--- src/rtl/ipv4ov_pkg.sv ---
package ipv4ov_pkg;

    typedef enum logic [1:0] {
        PH_TYPE = 2'd0,
        PH_LEN  = 2'd1,
        PH_BODY = 2'd2,
        PH_DONE = 2'd3
    } phase_t;

    typedef enum logic [2:0] {
        KIND_SEC  = 3'd0,
        KIND_LSRR = 3'd1,
        KIND_SSRR = 3'd2,
        KIND_RR   = 3'd3,
        KIND_TS   = 3'd4
    } kind_t;

    localparam int unsigned NUM_KINDS = 5;

    localparam logic [7:0] OPT_EOL  = 8'h00;
    localparam logic [7:0] OPT_NOP  = 8'h01;
    localparam logic [7:0] OPT_RR   = 8'h07;
    localparam logic [7:0] OPT_SEC  = 8'h82;
    localparam logic [7:0] OPT_LSRR = 8'h83;
    localparam logic [7:0] OPT_TS   = 8'h88;
    localparam logic [7:0] OPT_SSRR = 8'h89;

    localparam logic [7:0] SEC_LEN    = 8'd11;
    localparam logic [7:0] TS_LEN     = 8'd4;
    localparam logic [7:0] ROUTE_MIN  = 8'd3;
    localparam logic [7:0] HDR_BYTES  = 8'd2;

    localparam logic [7:0] TS_FLG_ONLY = 8'd0;
    localparam logic [7:0] TS_FLG_ADDR = 8'd1;
    localparam logic [7:0] TS_FLG_PRES = 8'd3;

endpackage

--- src/rtl/ipv4_option_validator.sv ---
// the verdict is registered at m_ after the final byte leaves the input register
// throughput: one option byte per cycle, limited only by the input register
// and the parser state update; stalls only when a verdict is held at m_
// reset: aresetn is synchronous and active low; it empties both registers
// and returns the parser to expecting an option type with nothing seen
module ipv4_option_validator (
    input  logic       aclk,
    input  logic       aresetn,
    input  logic       s_valid,
    output logic       s_ready,
    input  logic [7:0] s_option_byte,
    input  logic       s_last_byte,
    output logic       m_valid,
    input  logic       m_ready,
    output logic       m_verdict
);
    import ipv4ov_pkg::*;

    logic       in_valid_reg, in_valid_next;
    logic [7:0] in_byte_reg;
    logic       in_last_reg;
    logic       out_valid_reg, out_valid_next;
    logic       verdict_reg;
    logic       verdict_comb;
    logic       advance;

    // bytes that give no verdict never wait on the result side
    assign advance = in_valid_reg && (!in_last_reg || !out_valid_reg || m_ready);
    assign s_ready = !in_valid_reg || advance;

    always_comb begin
        in_valid_next = in_valid_reg;
        if (s_valid && s_ready) begin
            in_valid_next = 1'b1;
        end else if (advance) begin
            in_valid_next = 1'b0;
        end
        out_valid_next = out_valid_reg;
        if (advance && in_last_reg) begin
            out_valid_next = 1'b1;
        end else if (m_ready) begin
            out_valid_next = 1'b0;
        end
    end

    always_ff @(posedge aclk) begin
        if (!aresetn) begin
            in_valid_reg  <= 1'b0;
            out_valid_reg <= 1'b0;
        end else begin
            in_valid_reg  <= in_valid_next;
            out_valid_reg <= out_valid_next;
        end
    end

    always_ff @(posedge aclk) begin
        if (s_valid && s_ready) begin
            in_byte_reg <= s_option_byte;
            in_last_reg <= s_last_byte;
        end
        if (advance && in_last_reg) begin
            verdict_reg <= verdict_comb;
        end
    end

    ipv4ov_parser u_parser (
        .aclk        (aclk),
        .aresetn     (aresetn),
        .step        (advance),
        .option_byte (in_byte_reg),
        .last_byte   (in_last_reg),
        .verdict     (verdict_comb)
    );

    assign m_valid   = out_valid_reg;
    assign m_verdict = verdict_reg;

endmodule

--- src/rtl/ipv4ov_parser.sv ---
module ipv4ov_parser (
    input  logic       aclk,
    input  logic       aresetn,
    input  logic       step,
    input  logic [7:0] option_byte,
    input  logic       last_byte,
    output logic       verdict
);
    import ipv4ov_pkg::*;

    phase_t                 phase_reg, phase_next;
    logic [NUM_KINDS-1:0]   seen_reg, seen_next;
    logic [7:0]             left_reg, left_next;
    logic [1:0]             pos_reg, pos_next;
    kind_t                  kind_reg, kind_next;
    logic                   err_reg, err_next;
    logic                   known;
    kind_t                  kind_dec;
    logic                   len_ok;
    logic [7:0]             left_dec;

    always_comb begin
        known    = 1'b1;
        kind_dec = KIND_SEC;
        case (option_byte)
            OPT_SEC:  kind_dec = KIND_SEC;
            OPT_LSRR: kind_dec = KIND_LSRR;
            OPT_SSRR: kind_dec = KIND_SSRR;
            OPT_RR:   kind_dec = KIND_RR;
            OPT_TS:   kind_dec = KIND_TS;
            default:  known = 1'b0;
        endcase
    end

    always_comb begin
        case (kind_reg)
            KIND_SEC: len_ok = (option_byte == SEC_LEN);
            KIND_TS:  len_ok = (option_byte == TS_LEN);
            default:  len_ok = (option_byte >= ROUTE_MIN);
        endcase
    end

    assign left_dec = (left_reg != 8'd0) ? left_reg - 8'd1 : left_reg;

    always_comb begin
        phase_next = phase_reg;
        seen_next  = seen_reg;
        left_next  = left_reg;
        pos_next   = pos_reg;
        kind_next  = kind_reg;
        err_next   = err_reg;
        case (phase_reg)
            PH_TYPE: begin
                if (option_byte == OPT_EOL) begin
                    phase_next = PH_DONE;
                end else if (option_byte == OPT_NOP) begin
                    phase_next = PH_TYPE;
                end else if (!known || seen_reg[kind_dec]) begin
                    err_next   = 1'b1;
                    phase_next = PH_DONE;
                end else begin
                    seen_next[kind_dec] = 1'b1;
                    kind_next  = kind_dec;
                    pos_next   = 2'd1;
                    phase_next = PH_LEN;
                end
            end
            PH_LEN: begin
                if (!len_ok) begin
                    err_next   = 1'b1;
                    phase_next = PH_DONE;
                end else begin
                    left_next  = option_byte - HDR_BYTES;
                    pos_next   = 2'd2;
                    phase_next = PH_BODY;
                end
            end
            PH_BODY: begin
                // timestamp flag byte is the fourth byte of the option
                if (kind_reg == KIND_TS && pos_reg == 2'd3 &&
                    option_byte != TS_FLG_ONLY && option_byte != TS_FLG_ADDR &&
                    option_byte != TS_FLG_PRES) begin
                    err_next   = 1'b1;
                    phase_next = PH_DONE;
                end else begin
                    if (pos_reg != 2'd3) begin
                        pos_next = pos_reg + 2'd1;
                    end
                    left_next = left_dec;
                    if (left_dec == 8'd0) begin
                        phase_next = PH_TYPE;
                        pos_next   = 2'd0;
                    end
                end
            end
            default: begin
            end
        endcase
    end

    // an option still open at the final byte ran past the end
    assign verdict = err_next || phase_next == PH_LEN || phase_next == PH_BODY;

    always_ff @(posedge aclk) begin
        if (!aresetn || (step && last_byte)) begin
            phase_reg <= PH_TYPE;
            seen_reg  <= '0;
            left_reg  <= '0;
            pos_reg   <= '0;
            kind_reg  <= KIND_SEC;
            err_reg   <= 1'b0;
        end else if (step) begin
            phase_reg <= phase_next;
            seen_reg  <= seen_next;
            left_reg  <= left_next;
            pos_reg   <= pos_next;
            kind_reg  <= kind_next;
            err_reg   <= err_next;
        end
    end

endmodule
--- config.mk ---
export PLATFORM = sky130hd
export DESIGN_NAME = ipv4_option_validator
export DESIGN_NICKNAME = d
export VERILOG_FILES = /design/src/rtl/ipv4ov_pkg.sv /design/src/rtl/ipv4_option_validator.sv /design/src/rtl/ipv4ov_parser.sv
export SDC_FILE = /design/constraint.sdc
export NUM_CORES = 1
export LEC_CHECK = 0
export BUFFER_PORTS_ARGS = -buffer_cell sky130_fd_sc_hd__buf_2
export CORE_ASPECT_RATIO = 1.75
export CORE_MARGIN = 3
export CORE_UTILIZATION = 60
export DETAILED_ROUTE_END_ITERATION = 10
export PLACE_DENSITY = 0.8
export REMOVE_ABC_BUFFERS = 1
export SLEW_MARGIN = 10
export SYNTH_ARGS = -nofsm -noshare
export SYNTH_HDL_FRONTEND = slang
export SYNTH_SLANG_ARGS = --single-unit
--- constraint.sdc ---
create_clock -name aclk -period 3.15 [get_ports aclk]
set_clock_uncertainty 0.05 [all_clocks]
set_input_delay 0.63 -clock aclk [delete_from_list [all_inputs] [get_ports aclk]]
set_output_delay 0.63 -clock aclk [all_outputs]
set_load 0.05 [all_outputs]
==> impl_metrics.tcl, run 1 <==
set metrics [dict create \
    intPower_mw 0.677 \
    n_antenna_cell 0 \
    synth.distinct_cells 58 \
    synthTopCellsByCount "nor2_1, dfxtp_1, nand2_1" \
    postRouteAntennaNets 0 \
    synth_async_sr_flop_share 0 \
    syn_inst 250 \
    clk_pin_slew_ns 0.07 \
    worstPathCellList "inv_1 -> ha_1 -> or4b_1 -> or4_4 -> o2bb2ai_4 -> nand3_1 -> a311oi_1 -> xnor2_1 -> nand2_1" \
    die_y_um 85.0 \
    muxShareOfSynthArea 0.0234 \
    whs_ns 0.412 \
    yosys.cell_count.top_type "nor2_1" \
    drive_gt1_frac 0.129 \
    cp_top_family "simple AND/OR/NAND/NOR gates" \
    synth_edf_count 10 \
    slew_headroom 0.504 \
    io_buffers 15 \
    wl_met2_um 2480 \
    crit_arrival_ns 2.89 \
    crit_buf_inv 1 \
    vias 1897 \
    synth_ff_type "dfxtp_1" \
    grt_pass1_vias 1941 \
    p_comb_frac 0.183 \
    outcome "finished, final reports clean" \
    wl_met3_um 162 \
    yosys_warnings 0 \
    synth_area_sq_um 2140 \
    gp_congestion 0.987 \
    setup_viol 0 \
    wirelength_met1_um 1840 \
    dp_hpwl_um 3500 \
    numCtsBuffers 5 \
    root_buffer "clkbuf_8" \
    rsz0062_at_grt "no" \
    finalHoldViolCount 0 \
    nets 283 \
    synthAdderAreaFrac 0.0409 \
    highest_layer "met4" \
    p_switching_mw 0.273 \
    ir_drop_mv 0.362 \
    synth_top_area_frac 0.215 \
    cts.sinks 33 \
    antenna_found_initial 0 \
    crit_path_max_fanout 9 \
    synth_xor_area_frac 0.0368 \
    synth_area_leaders "dfxtp_1, edfxtp_1, nor2_1" \
    critPathKind "flop to flop" \
    grt.total_usage 0.250 \
    synth_top_family_by_area "simple AND/OR/NAND/NOR gates" \
    vias_per_cell 6.14 \
    overflow 0 \
    die-area_sq_um 4350 \
    synth_compound_area_frac 0.231 \
    timing.final.crit_period_ns 2.91 \
    crit_required_ns 3.13 \
    clkPwrFrac 0.315 \
    synth_area_per_cell_sq_um 8.57 \
    p_per_area_nw_per_um2 412 \
    yosys.area.top_type "dfxtp_1" \
    clock_latency_ns 0.29 \
    setup_tns_ns 0 \
    wl_per_cell_um 15.2 \
    syn2layout_area_growth_pct 7.77 \
    cap_violations 0 \
    cts.repair.resized 0 \
    cts_hold_buf 0 \
    drc_errors 0 \
    synthSimpleGateAreaFrac 0.244 \
    ys_seq_area_frac 0.355 \
    cts_setup_buffers 0 \
    die_w_um 51.2 \
    start_kind "flop" \
    finalMaxSlewViolations 0 \
    maxClockFrequency_mhz 344 \
    fillers 303 \
    crit_path_max_incr_delay_ns 0.48 \
    grt_first_pass_wirelength_um 8380 \
    ys_ff_latch 33 \
    htreeDepth 2 \
    clockBufferDepth 2 \
    cpMaxStageDelayCell "or4_4" \
    worst_pin_slew_ns 0.742 \
    dr.pass1.iters 4 \
    cts_tree "yes" \
    power.leakage_nw 0.840 \
    io_pins 16 \
    min-delay-path-class "flop to flop" \
    start_util 0.630 \
    grt_max_degree 21 \
    routed_wl_um 4710 \
    core.rowCount 28 \
    p_sw_frac 0.287 \
    drt-initial-drc-count 62 \
    core_area_sq_um 3400 \
    fin_crit_sh 0.923 \
    seqPwrFrac 0.502 \
    end_kind "flop" \
]
[area by class of cell]
| class | instances | area [sq um] | area share |
|---|---|---|---|
| Clock buffer | 5 | 68.8 | 0.0298 |
| Clock inverter | 3 | 12.5 | 0.00542 |
| Inverter | 15 | 56.3 | 0.0244 |
| Multi-Input combinational cell | 187 | 1230 | 0.534 |
| Sequential cell | 33 | 761 | 0.330 |
| Tap cell | 45 | 56.3 | 0.0244 |
| Timing Repair Buffer | 21 | 120 | 0.0520 |
[power by group through the flow]
stage                     logic (mW)  registers (mW)  clock network [mW]
after floorplan                0.125           0.483                   0
after global placement         0.171           0.485                   0
after detailed placement       0.171           0.485                   0
after CTS                      0.173           0.476               0.308
after global routing           0.195           0.480               0.323
final                          0.174           0.477               0.300
[cells by family after synthesis]
family	count (synthesis)
mux	5
simple gates	96
buf+inv	30
flops	33
xor+xnor	9
compound gates	70
fa+ha+maj	7
[layer usage]
layer,global-route usage,vias to the layer above
met3,0.0439,19
met2,0.441,48
met5,0,-
li1,-,944
met1,0.266,886
met4,0.150,0
[final timing paths]
path                                           start                   to  slack, ns  cells past startpoint
worst max register to register  u_parser.left_reg[0]            m_verdict       0.24                      9
worst max-delay path            u_parser.left_reg[0]            m_verdict       0.24                      9
worst min register to register   u_parser.pos_reg[1]  u_parser.pos_reg[1]       0.41                      2
worst min-delay path             u_parser.pos_reg[1]  u_parser.pos_reg[1]       0.41                      2
[stage by stage]
step | total power [mW] | utilization | cell area [sq um] | cells | setup WS, ns
finish | 0.950 | 0.679 | 2310 | 309 | 0.241
global placement | 0.656 | 0.655 | 2230 | 301 | 0.305
floorplan | 0.608 | - | 2050 | 235 | 0.461
detailed placement | 0.657 | 0.655 | 2230 | 301 | 0.264
global route | 0.997 | 0.679 | 2310 | 309 | 0.0223
CTS | 0.956 | 0.679 | 2310 | 309 | 0.240
[worst min-delay path: cells and delay by family (launching register included)]
family | cells | cell delay, ns
AOI/OAI and AO/OA | 1 | 0.05
DFF | 1 | 0.31
and+or+nand+nor | 1 | 0.05
[placed cells by master (no fill, tap or decap), types with 4 or more instances in the layout]
cell | synthesis | routed
a21oi_1 | 15 | 15
nor3b_1 | 4 | 4
dfxtp_1 | 23 | 23
nor2_1 | 29 | 29
edfxtp_1 | 10 | 10
ha_1 | 7 | 7
nand4b_1 | 5 | 5
mux2i_1 | 5 | 5
a31oi_1 | 6 | 6
nand2_1 | 21 | 21
clkbuf_8 | 0 | 5
a211oi_1 | 8 | 8
buf_4 | 3 | 6
buf_2 | 3 | 15
inv_1 | 15 | 15
xnor2_1 | 8 | 8
o21ai_0 | 12 | 12
nor3_1 | 5 | 5
and2_1 | 5 | 5
(Power assumes the default switching activity.)
==> run 2, diff against run 1 <==
--- a/config.mk
+++ b/config.mk
@@ -12,2 +12,3 @@
 export DETAILED_ROUTE_END_ITERATION = 10
+export MAX_ROUTING_LAYER = met4
 export PLACE_DENSITY = 0.8
==> constraint.sdc (replaced) <==
create_clock -name aclk -period 3.15 [get_ports aclk]
set_clock_uncertainty 0.05 [all_clocks]
set_input_delay 0.1575 -clock aclk [delete_from_list [all_inputs] [get_ports aclk]]
set_output_delay 0.1575 -clock aclk [all_outputs]
set_load 0.05 [all_outputs]
==> impl_metrics.tcl, run 2 (synthesis gave the netlist of run 1 again) <==
set metrics [dict create \
    cts.sinks 33 \
    numCtsBuffers 5 \
    overflow 0 \
    root_buffer "clkbuf_8" \
    crit_path_max_fanout 6 \
    fin_crit_sh 0.933 \
    dr.pass1.iters 4 \
    wl_per_cell_um 16.5 \
    drive_gt1_frac 0.128 \
    total_power_mw 1.05 \
    htreeDepth 2 \
    syn2layout_area_growth_pct 13.0 \
    clockBufferDepth 2 \
    finalHoldViolCount 0 \
    cts_tree "yes" \
    crit_required_ns 3.13 \
    clk_pin_slew_ns 0.07 \
    io_pins 16 \
    layout_common_cells "nor2_1, dfxtp_1, nand2_1" \
    die_w_um 51.2 \
    mostFrequentLayoutCell "nor2_1" \
    vias_per_cell 6.19 \
    power.leakage_nw 0.888 \
    n_antenna_cell 0 \
    slew_headroom 0.512 \
    routed_wl_um 5260 \
    worst_slack_ns 0.212 \
    dp_slack_ns 0.285 \
    setup_viol 0 \
    end_kind "flop" \
    postRouteAntennaNets 0 \
    dp_hpwl_um 3550 \
    start_kind "flop" \
    core_area_sq_um 3400 \
    gp_congestion 0.973 \
    grt_first_pass_wirelength_um 8810 \
    io_buffers 15 \
    vias 1969 \
    min-delay-path-class "primary input to flop" \
    outcome "finished, final reports clean" \
    setup_tns_ns 0 \
    drt-initial-drc-count 65 \
    critPathKind "flop to flop" \
    worst_pin_slew_ns 0.730 \
    die_y_um 85.0 \
    finalMaxSlewViolations 0 \
    cts_setup_buffers 0 \
    start_util 0.630 \
    cap_violations 0 \
    nets 292 \
    timing.final.crit_period_ns 2.94 \
    drc_errors 0 \
    grt.total_usage 0.277 \
    grt_pass1_vias 1972 \
    antenna_found_initial 0 \
    grt_max_degree 22 \
    core.rowCount 28 \
    crit_arrival_ns 2.92 \
    rsz0062_at_grt "no" \
    maxClockFrequency_mhz 340 \
    utilization 0.712 \
    ir_drop_mv 0.375 \
    p_per_area_nw_per_um2 433 \
    die-area_sq_um 4350 \
    cts.repair.resized 0 \
    clock_latency_ns 0.29 \
]
==> run 2: cell count changes in the layout (fill, tap and decap cells not counted) <==
cell and change:
clkinv_1 -1, dlygate4sd3_1 +8, bufinv_16 +1, clkinv_2 -1, clkbuf_1 +1, buf_4 +1
==> run 2: final timing paths <==
kind / slack [ns] / depth (start not counted) / startpoint / to
setup / recovery: 0.21 / 9 / u_parser.left_reg[1] / m_verdict
hold / removal: 0.0005 / 1 / s_option_byte[4] / in_byte_reg[4]
setup reg to reg: 0.21 / 9 / u_parser.left_reg[1] / m_verdict
hold reg to reg: 0.41 / 2 / u_parser.seen_reg[4] / u_parser.seen_reg[4]
==> run 2: through the flow <==
| stage | hold slack (ns) | cells | area [sq um] |
|---|---|---|---|
| CTS | 0.000227 | 317 | 2410 |
| floorplan | 0.206 | 235 | 2050 |
| global placement | 0.284 | 302 | 2230 |
| detailed placement | 0.286 | 302 | 2230 |
| finish | 0.000500 | 318 | 2420 |
| global route | 0.00295 | 318 | 2420 |
==> run 2: area by class of cell <==
cell class / count / area, sq um
fill: 275 / 977
sequential: 33 / 761
multi-input combinational: 187 / 1230
clock buffer: 6 / 72.6
timing repair buffer: 30 / 208
clock inverter: 2 / 33.8
tap: 45 / 56.3
inverter: 15 / 56.3
==> run 2: routing by layer <==
layer  up-vias  track usage  wire length (um)
met5         -            -                 0
met4         0        0.196               295
met3        22       0.0492               138
met2        57        0.478              2860
met1       927        0.267              1970
li1        963            -                 -
==> run 2: what timing repair did <==
action	4_1_cts	5_1_grt
hold buffers	7	1
endpoints found under the setup margin	0	0
hold endpoints to repair	7	1
==> run 2: critical path: stages, from the launching register on <==
cell	delay, ns
dfxtp_1	0.37
inv_1	0.09
ha_1	0.23
or4b_1	0.47
or4_4	0.47
o2bb2ai_4	0.18
nand3_1	0.14
a311oi_1	0.44
xnor2_1	0.17
nand2_1	0.07
==> run 2: power breakdown <==
part           total (mW)  switching, mW  internal (mW)
registers           0.475         0.0206          0.454
logic               0.188          0.106         0.0816
clock network       0.386          0.152          0.233
total                1.05          0.279          0.769
==> run 3, diff against run 2 <==
- PLACE_DENSITY: 0.8 -> 0.79
- SYNTH_HIERARCHICAL: not set -> 1
==> impl_metrics.tcl, run 3 <==
set metrics [dict create \
    core_area_sq_um 3430 \
    synth_area_leaders "dfxtp_1, edfxtp_1, ha_1" \
    worst_pin_slew_ns 0.654 \
    nets 297 \
    die_y_um 85.4 \
    synth.distinct_cells 59 \
    ys_seq_area_frac 0.352 \
    fin_crit_sh 0.928 \
    timing.final.crit_period_ns 2.92 \
    io_pins 16 \
    overflow 0 \
    crit_required_ns 3.12 \
    grt_first_pass_wirelength_um 8360 \
    ys_ff_latch 33 \
    grt.total_usage 0.252 \
    final_area_sq_um 2350 \
    io_buffers 15 \
    antenna_found_initial 0 \
    synth_area_per_cell_sq_um 8.29 \
    ir_drop_mv 0.278 \
    gp_congestion 0.934 \
    yosys.area.top_type "dfxtp_1" \
    syn2layout_area_growth_pct 8.62 \
    synth_top_area_frac 0.213 \
    power.leakage_nw 0.896 \
    synth_ff_type "dfxtp_1" \
    grt_max_degree 18 \
    clk_pin_slew_ns 0.07 \
    start_kind "flop" \
    final_cells 320 \
    wl_per_cell_um 15.1 \
    syn_inst 261 \
    finalHoldViolCount 0 \
    clock_latency_ns 0.27 \
    layout_common_cells "nor2_1, nand2_1, dfxtp_1, a21oi_1" \
    finalMaxSlewViolations 0 \
    post-place-cells 312 \
    slew_headroom 0.563 \
    setup_tns_ns 0 \
    drt-initial-drc-count 60 \
    dr.pass1.iters 4 \
    critPathKind "flop to flop" \
    cap_violations 0 \
    cts.sinks 33 \
    multi_input_area_sq_um 1280 \
    root_buffer "clkbuf_8" \
    routed_wl_um 4850 \
    postRouteAntennaNets 0 \
    core.rowCount 28 \
    cts_tree "yes" \
    clockBufferDepth 2 \
    whs_ns 0.00938 \
    synth_async_sr_flop_share 0 \
    die_w_um 51.4 \
    setup_viol 0 \
    yosys_warnings 6 \
    min-delay-path-class "primary input to flop" \
    htreeDepth 2 \
    grt_pass1_vias 1948 \
    die-area_sq_um 4390 \
    cts_setup_buffers 0 \
    yosys.cell_count.top_type "nor2_1" \
    outcome "finished, final reports clean" \
    synthTopCellsByCount "nor2_1, nand2_1, dfxtp_1" \
    numCtsBuffers 5 \
    p_per_area_nw_per_um2 423 \
    start_util 0.630 \
    area.sequential_sq_um 761 \
    drc_errors 0 \
    dp_hpwl_um 3660 \
    drive_gt1_frac 0.109 \
    dpl-instance-area_sq_um 2260 \
    crit_arrival_ns 2.90 \
    n_antenna_cell 0 \
    rsz0062_at_grt "no" \
    mostFrequentLayoutCell "nor2_1" \
    crit_path_max_fanout 8 \
    synth_edf_count 10 \
    end_kind "flop" \
    maxClockFrequency_mhz 342 \
    vias_per_cell 6.25 \
    vias 2001 \
    fillers 323 \
    synth_area_sq_um 2160 \
]
## run 3: cell types whose count changed in the layout (fill, tap and decap cells not counted), sizes merged, moves of 4 or more
cell and delta:
a211oi -8, a21oi +4, dlygate4sd3 -7, nand2 +6, nor3 +9, nor4 +4, xnor2 -5
## run 3: final timing paths
check / from / to / slack, ns / depth (start not counted)
worst min register to register: u_parser/seen_reg[4] / u_parser/seen_reg[4] / 0.40 / 2
worst max-delay path: u_parser/left_reg[0] / m_verdict / 0.23 / 9
worst min-delay path: s_option_byte[0] / in_byte_reg[0] / 0.009 / 1
worst max register to register: u_parser/left_reg[0] / m_verdict / 0.23 / 9
## run 3: kinds of logic after synthesis
logic type                 after synthesis  share of synthesized area
buffers and inverters                   28                     0.0544
xor gates and xnor gates                 6                     0.0243
adders and majority gates                9                     0.0521
DFF                                     33                      0.352
AOI/OAI and AO/OA                       69                      0.206
muxes                                    5                     0.0237
and+or+nand+nor                        111                      0.287
## run 3: power breakdown
group          internal (mW)  total [mW]  switching (mW)
clock network          0.149       0.287           0.138
logic                 0.0937       0.221           0.127
registers              0.458       0.487          0.0294
total                  0.700       0.995           0.295
## run 3: layout make-up
| type | count | area share |
|---|---|---|
| multi-input combinational | 200 | 0.547 |
| clock inverter | 1 | 0.00160 |
| timing repair buffer | 20 | 0.0490 |
| sequential | 33 | 0.324 |
| tap | 45 | 0.0240 |
| clock buffer | 6 | 0.0309 |
| inverter | 15 | 0.0240 |
## run 3: stage by stage
step / utilization / total power [mW] / setup slack (ns)
finish: 0.684 / 0.995 / 0.227
global route: 0.684 / 1.05 / 0.0987
CTS: 0.684 / 1.00 / 0.247
detailed placement: 0.659 / 0.711 / 0.257
global placement: 0.659 / 0.709 / 0.326
floorplan: - / 0.653 / 0.460
## run 3: repair_timing
| action | 4_1_cts | 5_1_grt |
|---|---|---|
| endpoints found under the hold margin | 1 | 0 |
| hold buffers | 1 | 0 |
| endpoints found under the setup margin | 0 | 0 |
| resized for setup | 0 | 0 |
## run 3: worst max-delay path, cell delays in order (launching register included)
cell and delay, ns:
dfxtp_1 0.38, inv_1 0.13, ha_1 0.24, or3b_4 0.42
nor4_4 0.18, nor3_1 0.10, a311o_1 0.39, a221o_1 0.35
o21ai_1 0.08, or3b_1 0.35
## run 3: metal layers
metal | share of wire | vias up | GRT usage | routed length, um
met3 | 0.032 | 14 | 0.0369 | 154
met1 | 0.39 | 954 | 0.255 | 1900
li1 | - | 978 | - | -
met5 | 0 | - | - | 0
met2 | 0.55 | 55 | 0.445 | 2680
met4 | 0.025 | 0 | 0.136 | 119
